`config.mk`:
```
export PLATFORM = sky130hd
export DESIGN_NAME = three_phase_voltage_trip_core
export DESIGN_NICKNAME = d
export VERILOG_FILES = /design/src/tvt_pkg.sv /design/src/three_phase_voltage_trip_core.sv
export SDC_FILE = /design/constraint.sdc
export NUM_CORES = 1
export LEC_CHECK = 0
export ABC_AREA = 1
export CORE_MARGIN = 4
export CORE_UTILIZATION = 45
export DETAILED_ROUTE_END_ITERATION = 16
export DONT_BUFFER_PORTS = 1
export PLACE_DENSITY = 0.67
export SLEW_MARGIN = 0
export SYNTH_ARGS = -nofsm -noshare
export SYNTH_HDL_FRONTEND = slang
export SYNTH_SLANG_ARGS = --single-unit
export TNS_END_PERCENT = 30
```
`constraint.sdc`:
```
create_clock -name clock -period 2.16 [get_ports clock]
set_input_delay 0.108 -clock clock [delete_from_list [all_inputs] [get_ports clock]]
set_output_delay 0.108 -clock clock [all_outputs]
set_load 0.01 [all_outputs]
```
`src/tvt_pkg.sv`:
```
// ---------------------------------------------------------------------------
// tvt_pkg: shared types and constants of the three-phase voltage trip core
// Word layouts of the reading and result channels, register map and resets.
// ---------------------------------------------------------------------------
`default_nettype none

package tvt_pkg;

   // widths of the fixed fields
   localparam int unsigned LEVEL_W = 8;
   localparam int unsigned COUNT_W = 8;
   localparam int unsigned IN_LEVELS = 3;

   // default number of watched phases
   localparam int unsigned PHASES_DEFAULT = 3;

   // register reset values
   localparam logic [LEVEL_W-1:0] HIGH_LIMIT_RESET = 8'd250;
   localparam logic [LEVEL_W-1:0] LOW_LIMIT_RESET = 8'd190;
   localparam logic [COUNT_W-1:0] PERSIST_TICKS_RESET = 8'd100;

   // saturation point of the persistence count
   localparam logic [COUNT_W-1:0] COUNT_MAX = '1;

   // register index, taken from paddr[3:2]
   typedef enum logic [1:0] {
      CSR_HIGH_LIMIT    = 2'd0,
      CSR_LOW_LIMIT     = 2'd1,
      CSR_PERSIST_TICKS = 2'd2
   } csr_index_type;

   // one tick of readings
   typedef struct packed {
      logic [LEVEL_W-1:0] level_a;
      logic [LEVEL_W-1:0] level_b;
      logic [LEVEL_W-1:0] level_c;
      logic               shutdown_first;
      logic               shutdown_second;
   } req_word_type;

   // state of the three output phases after one tick
   typedef struct packed {
      logic relay_a;
      logic relay_b;
      logic relay_c;
      logic lamp_a;
      logic lamp_b;
      logic lamp_c;
      logic frozen_a;
      logic frozen_b;
      logic frozen_c;
   } rsp_word_type;

endpackage

`default_nettype wire

```
`src/three_phase_voltage_trip_core.sv`:
```
// ---------------------------------------------------------------------------
// three_phase_voltage_trip_core: over/under-voltage trip relay
// Per-phase window compare with persistence count, latched trip, shutdown.
// ---------------------------------------------------------------------------
// Pipeline: an accepted word waits in the input register, its result in the
// result register. Throughput: one word per cycle while the result channel is
// not stalled; the phase update is one compare-and-count step between them.
// Reset: synchronous; clears counts, trips and freezes, lamps go to 1,
// limits return to 250 / 190 and the persistence setting to 100.
`default_nettype none

module three_phase_voltage_trip_core #(
   parameter int unsigned PHASES = tvt_pkg::PHASES_DEFAULT
) (
   input  wire                  clock,
   input  wire                  reset,
   // reading channel
   input  wire                  req_valid,
   output logic                 req_stall,
   input  tvt_pkg::req_word_type req_word,
   // result channel
   output logic                 rsp_valid,
   input  wire                  rsp_stall,
   output tvt_pkg::rsp_word_type rsp_word,
   // register port
   input  wire                  psel,
   input  wire                  penable,
   input  wire                  pwrite,
   input  wire  [3:0]           paddr,
   input  wire  [31:0]          pwdata,
   output logic [31:0]          prdata,
   output logic                 pready
);

   localparam int unsigned PAD_W = (PHASES > tvt_pkg::IN_LEVELS) ? PHASES : tvt_pkg::IN_LEVELS;

   // registers
   logic [tvt_pkg::LEVEL_W-1:0] high_limit_ff;
   logic [tvt_pkg::LEVEL_W-1:0] low_limit_ff;
   logic [tvt_pkg::COUNT_W-1:0] persist_ticks_ff;

   // input stage
   logic                  in_valid_ff;
   tvt_pkg::req_word_type in_word_ff;
   logic                  advance;

   // phase state
   logic [tvt_pkg::COUNT_W-1:0] count_ff [PHASES];
   logic [tvt_pkg::COUNT_W-1:0] count_in [PHASES];
   logic [PHASES-1:0] stop_ff, stop_in;
   logic [PHASES-1:0] relay_ff, relay_in;
   logic [PHASES-1:0] lamp_ff, lamp_in;

   // result stage
   logic                  rsp_valid_ff;
   tvt_pkg::rsp_word_type rsp_word_ff, rsp_word_in;
   logic [PAD_W-1:0]      relay_pad, lamp_pad, stop_pad;

   logic                  csr_write;
   tvt_pkg::csr_index_type csr_index;

   assign csr_index = tvt_pkg::csr_index_type'(paddr[3:2]);
   assign csr_write = psel && penable && pwrite;
   assign pready    = 1'b1;

   // register writes
   always_ff @(posedge clock) begin
      if (reset) begin
         high_limit_ff    <= tvt_pkg::HIGH_LIMIT_RESET;
         low_limit_ff     <= tvt_pkg::LOW_LIMIT_RESET;
         persist_ticks_ff <= tvt_pkg::PERSIST_TICKS_RESET;
      end else if (csr_write) begin
         unique case (csr_index)
            tvt_pkg::CSR_HIGH_LIMIT:    high_limit_ff    <= pwdata[7:0];
            tvt_pkg::CSR_LOW_LIMIT:     low_limit_ff     <= pwdata[7:0];
            tvt_pkg::CSR_PERSIST_TICKS: persist_ticks_ff <= pwdata[7:0];
            default: ;
         endcase
      end
   end

   // register reads
   always_comb begin
      prdata = '0;
      unique case (csr_index)
         tvt_pkg::CSR_HIGH_LIMIT:    prdata[7:0] = high_limit_ff;
         tvt_pkg::CSR_LOW_LIMIT:     prdata[7:0] = low_limit_ff;
         tvt_pkg::CSR_PERSIST_TICKS: prdata[7:0] = persist_ticks_ff;
         default: prdata = '0;
      endcase
   end

   // pipeline flow: input stage moves on when the result slot is free or leaving
   assign advance   = in_valid_ff && (!rsp_valid_ff || !rsp_stall);
   assign req_stall = in_valid_ff && !advance;

   always_ff @(posedge clock) begin
      if (reset) begin
         in_valid_ff <= 1'b0;
      end else if (!req_stall) begin
         in_valid_ff <= req_valid;
      end
   end

   always_ff @(posedge clock) begin
      if (!req_stall && req_valid) begin
         in_word_ff <= req_word;
      end
   end

   // per-phase window check and persistence count
   always_comb begin
      logic [tvt_pkg::LEVEL_W-1:0] level;
      logic over, under;
      for (int p = 0; p < PHASES; p++) begin
         level = '0;
         if (p == 0) level = in_word_ff.level_a;
         if (p == 1) level = in_word_ff.level_b;
         if (p == 2) level = in_word_ff.level_c;
         over        = level > high_limit_ff;
         under       = level < low_limit_ff;
         count_in[p] = count_ff[p];
         stop_in[p]  = stop_ff[p];
         relay_in[p] = relay_ff[p];
         lamp_in[p]  = lamp_ff[p];
         if (!stop_ff[p]) begin
            if (over || under) begin
               if (count_ff[p] > persist_ticks_ff) begin
                  relay_in[p] = 1'b1;
                  lamp_in[p]  = !over;
                  stop_in[p]  = 1'b1;
               end else if (count_ff[p] != tvt_pkg::COUNT_MAX) begin
                  count_in[p] = count_ff[p] + 1'b1;
               end
            end else begin
               count_in[p] = '0;
            end
         end
      end
      // confirmed shutdown freezes every phase after the update
      if (in_word_ff.shutdown_first && in_word_ff.shutdown_second) begin
         stop_in = '1;
      end
   end

   always_ff @(posedge clock) begin
      if (reset) begin
         stop_ff  <= '0;
         relay_ff <= '0;
         lamp_ff  <= '1;
         for (int p = 0; p < PHASES; p++) begin
            count_ff[p] <= '0;
         end
      end else if (advance) begin
         stop_ff  <= stop_in;
         relay_ff <= relay_in;
         lamp_ff  <= lamp_in;
         for (int p = 0; p < PHASES; p++) begin
            count_ff[p] <= count_in[p];
         end
      end
   end

   // result word, missing phases read as idle
   always_comb begin
      relay_pad = '0;
      lamp_pad  = '1;
      stop_pad  = '0;
      relay_pad[PHASES-1:0] = relay_in;
      lamp_pad[PHASES-1:0]  = lamp_in;
      stop_pad[PHASES-1:0]  = stop_in;
      rsp_word_in.relay_a  = relay_pad[0];
      rsp_word_in.relay_b  = relay_pad[1];
      rsp_word_in.relay_c  = relay_pad[2];
      rsp_word_in.lamp_a   = lamp_pad[0];
      rsp_word_in.lamp_b   = lamp_pad[1];
      rsp_word_in.lamp_c   = lamp_pad[2];
      rsp_word_in.frozen_a = stop_pad[0];
      rsp_word_in.frozen_b = stop_pad[1];
      rsp_word_in.frozen_c = stop_pad[2];
   end

   always_ff @(posedge clock) begin
      if (reset) begin
         rsp_valid_ff <= 1'b0;
      end else if (advance) begin
         rsp_valid_ff <= 1'b1;
      end else if (!rsp_stall) begin
         rsp_valid_ff <= 1'b0;
      end
   end

   always_ff @(posedge clock) begin
      if (advance) begin
         rsp_word_ff <= rsp_word_in;
      end
   end

   assign rsp_valid = rsp_valid_ff;
   assign rsp_word  = rsp_word_ff;

   // a frozen phase never comes back to watching
   a_stop_sticky: assert property (@(posedge clock) disable iff (reset)
      !$past(reset) |-> (($past(stop_ff) & ~stop_ff) == '0))
      else $error("frozen phase returned to watching");

   // a tripped relay always goes with a frozen phase
   a_relay_frozen: assert property (@(posedge clock) disable iff (reset)
      (relay_ff & ~stop_ff) == '0)
      else $error("relay on while phase still watched");

   // phase state only moves when a word passes into the result register
   a_state_hold: assert property (@(posedge clock) disable iff (reset)
      !$past(reset) && !$past(advance) |->
         $stable(stop_ff) && $stable(relay_ff) && $stable(lamp_ff))
      else $error("phase state changed without a word");

endmodule

`default_nettype wire

```
Yosys cells after proc, flatten, opt, wreduce, memory -nomap -nowiden:

Memory sizes are Yosys's and may differ from the RTL's.
Cells that the tools add are included.

* logic and storage cells: 116
* input port bits: 69
* output and inout port bits: 44
* register bits: 70
* memories: 1
* bits in writable memories: 24

* eq/ne operators: 6
* order comparisons: 9
* reductions and logical operators: 21
* bitwise operators: 3
* add/sub/neg operators: 3
* mux-type cells: 51

Memories
* count_ff: depth 3, width 8, read ports 3, clocked after memory_dff 0, wr ports 3, RTL line three_phase_voltage_trip_core.sv:48 `logic [tvt_pkg::COUNT_W-1:0] count_ff [PHASES];`

Operators by type and width (number)
* $mux W8: 15
* $gt A8 B8 Y1: 6
* $mux W1: 34
* $add A8 B1 Y8 const B: 3
* $lt A8 B8 Y1: 3
* $ne A8 B8 Y1 const B: 3
* $pmux W8 S3: 1
* $logic_not A1 Y1: 7
* $logic_and A1 B1 Y1: 6
* $reduce_and A2 Y1: 3
* $logic_or A1 B1 Y1: 4
* $mux W3: 1
* $or A1 B1 Y1: 3
* $eq A2 B1 Y1 const B: 1
* $eq A2 B2 Y1 const B: 1
* $logic_not A2 Y1: 1
* $ne A2 B1 Y1 const B: 1

Logic depth before layout (Yosys ltp):

Gate-level depths: netlist of run 1.

* depth after elaboration: 7
* gate-level depth with buffers: 15

Worst setup path before layout of run 1:

OpenSTA, ideal clock, no wires.

* path type: reg2reg
* from: register in_word_ff[17] (netlist name)
* to: memory count_ff[0][10] (netlist name), enable pin
* stages on the path, launching flop included: 10
* slack: 0.018 ns
* period minus slack after synthesis: 2.142 ns
* arrival: 1.766 ns
* library setup time: 0.375 ns
* path through: edfxtp_1 -> ha_1 -> a21o_1 -> nor2_1 -> nand2_1 -> nand2_1 -> nand2_4 -> nand2_4 -> nor2_1 -> a21oi_1

RTL lines (RTL line)
* end, declared: three_phase_voltage_trip_core.sv:48

==> flow_metrics.tcl, run 1 <==
set metrics [dict create \
    status "finished, final reports clean" \
    leakage_nw 3.19 \
    cts_buffers 9 \
    wl_um 13100 \
    holdWs_ns 0.0522 \
    die_w_um 122 \
    critPathLaunchType "flip-flop" \
    drive_gt1_share_pct 16.3 \
    cts_tree "yes" \
    gp_congestion 0.899 \
    start_util_pct 46.0 \
    tightestPinTransition_ns 0.977 \
    ys.flop_type "edfxtp_1" \
    clock_latency_ns 0.35 \
    grt_max_degree 27 \
    ys_top_cells_by_count "143 x nand2_1, 93 x inv_1, 72 x ha_1" \
    clk_pin_slew_ns 0.06 \
    r2r_slack_ns 0.06 \
    fin_crit_ns 2.10 \
    yosysMostFrequentCell "nand2_1" \
    ys_warn_count 0 \
    p_comb_share_pct 14.4 \
    final_cells 904 \
    core_um2 12700 \
    yosys-top-cells-area "edfxtp_1 30%, ha_1 15%, dfxtp_1 12%, nand2_1 9.2%, inv_1 6.0%" \
    cts-root-buf "clkbuf_16" \
    wl_per_cell_um 14.5 \
    hold_path_end "relay_ff[2]" \
    peakVddDrop_mv 0.413 \
    placementRows 41 \
    cp_cell_sequence "ha_4 -> nand2_1 -> nor2_2 -> nand4_1 -> nand2_2 -> nand2_4 -> nand2_2 -> nand3_1 -> a21oi_2 -> buf_6" \
    reg2reg_depth 10 \
    hold_path.class "in2reg" \
    crit_family "simple AND/OR/NAND/NOR gates" \
    vias 4563 \
    syn_area_um2 5830 \
    drtAntennaViolNets 0 \
    cp_data_arrival_time_ns 2.16 \
    critPathRequiredTime_ns 2.22 \
    cp_num_buf_inv 1 \
    finalCritPeriodShare_pct 97.3 \
    io_buffers 0 \
    seqPwrFrac_pct 47.8 \
    rsz0062_at_grt "true" \
    die-area_um2 14900 \
    ys_ff_latch 94 \
    htreeDepth 3 \
    synth-edff-count 59 \
    yosys.area.top_type_share_pct 30.4 \
    fp.dieH_um 122 \
    finalHoldViolations 0 \
    first_pass_iters 5 \
    n_antenna_cell 0 \
    synth_cells 661 \
    p_int_mw 3.24 \
    synthArstFlopShare_pct 0 \
    vias_per_cell 5.05 \
    r2r_start "in_word_ff[15]" \
    yosysSeqAreaShare_pct 42.4 \
    final_core_util_pct 55.2 \
    report.final.slew_viol_count 0 \
    max_stage_delay_ns 0.44 \
    relSlewSlack_pct 34.8 \
    avgSynthCellArea_um2 8.83 \
    path_class "reg2reg" \
    p_sw_share_pct 25.9 \
    crit_fanout 8 \
    grt_pass1_wl_um 21500 \
    nNetsFinal 868 \
    p_switching_mw 1.13 \
    max_cap_viol_count 0 \
    grt-ovfl-total 0 \
    grt_pass1_vias 4372 \
    drt_first_iter_violations 261 \
    whs_path_depth 3 \
    placed_cells 842 \
    crit_path_frequent_cell "nand2_2" \
    power_mw 4.37 \
    fmax_mhz 476 \
    critical_path.endpoint_type "flip-flop" \
    hp-start "reset" \
    skew_ns 0.00759 \
    cp_slowest_cell "edfxtp_1" \
    finalSetupViolations 0 \
    p_clk_share_pct 37.8 \
    drc 0 \
    dpl.hpwl_um 9840 \
    grt_use_total_pct 18.5 \
    clock_path_buffers 2 \
    crit-reg2reg-capture "count_ff[0][15]" \
    ys_types 33 \
    ios 113 \
    antenna_found_initial 0 \
    synth_largest_area_cell "edfxtp_1" \
    syn_to_final_growth_pct 19.8 \
    clock-sinks 94 \
    p_per_area_nw_per_um2 625 \
]
[worst register-to-register path, delay by kind of cell (launching register included)]
| family | cells | cell delay [ns] |
|---|---|---|
| and+or+nand+nor | 7 | 0.74 |
| AOI/OAI and AO/OA | 1 | 0.17 |
| adders and majority gates | 1 | 0.30 |
| buffers and inverters | 1 | 0.16 |
| DFF | 1 | 0.44 |
[state kept, by name (all words and copies together) (netlist names), 3 cells and up]
register          flops
low_limit_ff          8
high_limit_ff         8
in_word_ff           26
relay_ff              3
lamp_ff               3
count_ff             24
stop_ff               3
persist_ticks_ff      8
rsp_word              9
[how the worst max path moves through the flow]
| stage | start | endpoint | slack (ns) | cells past startpoint |
|---|---|---|---|---|
| after global placement | in_word_ff[25] | count_ff[0][0] | 0.04 | 10 |
| after global routing | high_limit_ff[4] | count_ff[0][15] | -0.05 | 11 |
| after detailed placement | high_limit_ff[7] | count_ff[0][18] | -0.002 | 11 |
| after floorplan | in_word_ff[17] | count_ff[0][10] | 0.02 | 9 |
| after CTS | in_word_ff[25] | count_ff[0][4] | 0.01 | 10 |
| final | in_word_ff[15] | count_ff[0][15] | 0.06 | 10 |
[area by class of cell]
cell class	count	area (µm²)
inverters	96	360
well taps	172	215
fillers	1124	5680
multi-input cells	462	3040
repair buffers	64	593
flip-flops and latches	94	2470
clock buffers	11	254
clock inverters	5	55.1
[placed cells by master, fill, tap and decap left out, drive strengths merged, types with 22 or more instances in the layout]
cell type and count:
dfxtp 35, edfxtp 59, buf 22, ha 72
nand3 24, nor2 65, conb 25, nand2 155
a21oi 47, inv 97, dlygate4sd3 42
[power by group through the flow]
stage                     sequential (mW)  clock (mW)  combinational (mW)
after floorplan                      2.10           0               0.424
after global placement               2.12           0               0.495
after detailed placement             2.12           0               0.518
after global routing                 2.10        1.77               0.716
after CTS                            2.08        1.69               0.592
final                                2.09        1.65               0.630
[cells by family (layout without fill, tap and decap cells)]
logic type	Yosys count	after routing	share of synthesized area, %
buffers and inverters	128	176	10.1
xor gates and xnor gates	6	6	0.901
adders and majority gates	72	72	15.4
other	2	25	0.129
and+or+nand+nor	272	272	22.2
DFF	94	94	42.4
AOI/OAI and AO/OA	87	87	8.94
[per-layer routing]
metal	global-route usage (%)	vias up	part of all wire, %
li1	-	2287	-
met1	24.3	2107	46
met4	7.49	0	2.4
met3	4.64	21	7.2
met5	0	-	0
met2	29.3	148	45
[stage by stage]
step / cell area [µm²] / setup slack, ns / TNS (ns)
after floorplan: 5920 / 0.0183 / 0
after global placement: 6040 / 0.0372 / 0
after detailed placement: 6040 / -0.00163 / -0.00962
after CTS: 6800 / 0.0142 / 0
after global routing: 6990 / -0.0515 / -0.387
final: 6990 / 0.0584 / 0
[what timing repair did]
| action | in CTS | in global routing |
|---|---|---|
| pin swaps | 1 | 13 |
| setup endpoints to repair | 16 | 26 |
| hold buffers | 42 | 0 |
| buffers inserted | 1 | 3 |
| resized for setup | 4 | 44 |
| hold endpoints to repair | 58 | 0 |
Power figures use the tool's default switching activity.
==> run 2, diff against run 1 <==
--- a/config.mk
+++ b/config.mk
@@ -10,6 +10,7 @@
 export CORE_UTILIZATION = 45
 export DETAILED_ROUTE_END_ITERATION = 16
 export DONT_BUFFER_PORTS = 1
+export HOLD_SLACK_MARGIN = 0.06
 export PLACE_DENSITY = 0.67
 export SLEW_MARGIN = 0
 export SYNTH_ARGS = -nofsm -noshare
==> run 2 against run 1 <==
First-iteration DRC count up 17%. Register-to-register slack about the same. Clock-buffer cell count is the same. Routed wire length fell by 0.29%. Sequential power barely moved. Via count down 0.26%. Maximum frequency rose by 0.20%. Non-clock buffer count unchanged. Combinational power about the same. Worst setup slack improved by 0.0041 ns. Largest power group unchanged.
==> flow_metrics.tcl, run 2 (synthesized netlist as in run 1, its figures left out) <==
set metrics [dict create \
    cp_slowest_cell "edfxtp_1" \
    placed_cells 842 \
    crit_path_frequent_cell "nand2_2" \
    critPathRequiredTime_ns 2.22 \
    grt_use_total_pct 18.5 \
    grt_max_degree 27 \
    cp-startpoint "in_word_ff[15]" \
    finalSetupViolations 0 \
    placementRows 41 \
    final_common_cell "nand2_1" \
    syn_to_final_growth_pct 19.8 \
    drc 0 \
    leakage_nw 3.19 \
    finalHoldViolations 0 \
    hp-start "rsp_stall" \
    fill_cells 1124 \
    drt_first_iter_violations 305 \
    antenna_found_initial 0 \
    largest_reg_flops 26 \
    n_antenna_cell 0 \
    max_cap_viol_count 0 \
    die_w_um 122 \
    clk_pin_slew_ns 0.06 \
    cts-root-buf "clkbuf_16" \
    final_cells 904 \
    status "finished, final reports clean" \
    tightestPinTransition_ns 0.982 \
    clock_latency_ns 0.35 \
    cp_cell_sequence "ha_4 -> nand2_1 -> nor2_2 -> nand4_1 -> nand2_2 -> nand2_4 -> nand2_2 -> nand3_1 -> a21oi_2 -> buf_6" \
    ios 113 \
    critical_path.endpoint_type "flip-flop" \
    vias_per_cell 5.03 \
    first_pass_iters 6 \
    path_class "reg2reg" \
    cts_tree "yes" \
    critPathLaunchType "flip-flop" \
    wl_per_cell_um 14.4 \
    wl_um 13100 \
    grt_pass1_wl_um 21400 \
    vias 4551 \
    skew_ns 0.00784 \
    grt-ovfl-total 0 \
    nNetsFinal 868 \
    hold_path.class "in2reg" \
    cp_data_arrival_time_ns 2.16 \
    whs_path_depth 4 \
    clock-sinks 94 \
    p_per_area_nw_per_um2 625 \
    peakVddDrop_mv 0.412 \
    mostFrequentLayoutCells "131 x nand2_1, 84 x inv_1, 65 x ha_1, 59 x edfxtp_1, 52 x nor2_1" \
    crit_fanout 8 \
    drive_gt1_share_pct 16.3 \
    reg2reg_depth 10 \
    core_um2 12700 \
    start_util_pct 46.0 \
    regMostFlops "in_word_ff" \
    die-area_um2 14900 \
    grt_pass1_vias 4367 \
    max_stage_delay_ns 0.44 \
    fmax_mhz 477 \
    io_buffers 0 \
    relSlewSlack_pct 34.5 \
    dpl.hpwl_um 9840 \
    holdWs_ns 0.121 \
    gp_congestion 0.899 \
    cts_buffers 9 \
    htreeDepth 3 \
    fin_crit_ns 2.10 \
    rsz0062_at_grt "true" \
    tns_ns 0 \
    finalCritPeriodShare_pct 97.1 \
    r2r_start "in_word_ff[15]" \
    clock_path_buffers 2 \
    report.final.slew_viol_count 0 \
    drtAntennaViolNets 0 \
    fp.dieH_um 122 \
]
## run 2: cell counts in the layout (fill, tap and decap cells not counted)
No cell type changed its count.
## run 2: layout make-up
type / instances / area [µm²] / share of cell area [%]
Clock buffer: 11 / 254 / 3.63
Inverter: 96 / 360 / 5.15
Sequential cell: 94 / 2470 / 35.4
Timing Repair Buffer: 64 / 593 / 8.48
Multi-Input combinational cell: 462 / 3040 / 43.5
Tap cell: 172 / 215 / 3.08
Clock inverter: 5 / 55.1 / 0.788
## run 2: path summary, 6_finish.rpt
path | slack (ns) | end
setup reg to reg | 0.06 | count_ff[0][15]
hold / removal | 0.12 | in_valid_ff
hold reg to reg | 0.47 | lamp_ff[1]
setup / recovery | 0.06 | count_ff[0][15]
## run 2: report_power, final
part	internal, mW	total [mW]	switching, mW
clock	0.967	1.65	0.686
sequential	2.02	2.09	0.0694
combinational	0.256	0.630	0.374
total	3.24	4.37	1.13
## run 2: layer usage
metal,track usage [%],up-vias,wire length (µm)
met4,7.49,0,309
met1,24.3,2097,5880
li1,-,2284,-
met2,29.2,151,5840
met3,4.64,19,1030
met5,0,-,0
## run 2: what timing repair did
item,in CTS,in global routing
endpoints found under the hold margin,61,0
gates resized for setup,4,44
endpoints found under the setup margin,16,26
buffers inserted,1,3
hold buffers,42,0
pin swaps,1,13
## run 2: stage by stage
stage / setup slack, ns / power (mW) / util (%) / cell area, µm²
detailed placement: -0.00163 / 2.64 / 47.7 / 6040
finish: 0.0625 / 4.37 / 55.2 / 6990
global route: -0.0515 / 4.58 / 55.2 / 6990
floorplan: 0.0183 / 2.53 / - / 5920
global placement: 0.0372 / 2.62 / 47.7 / 6040
CTS: 0.0136 / 4.36 / 53.7 / 6800
## run 2: worst max-delay path, delay by kind of cell (launching register included)
kind / cells / cell delay, ns
compound gates: 1 / 0.17
fa+ha+maj: 1 / 0.30
simple gates: 7 / 0.74
flops: 1 / 0.44
buf+inv: 1 / 0.16
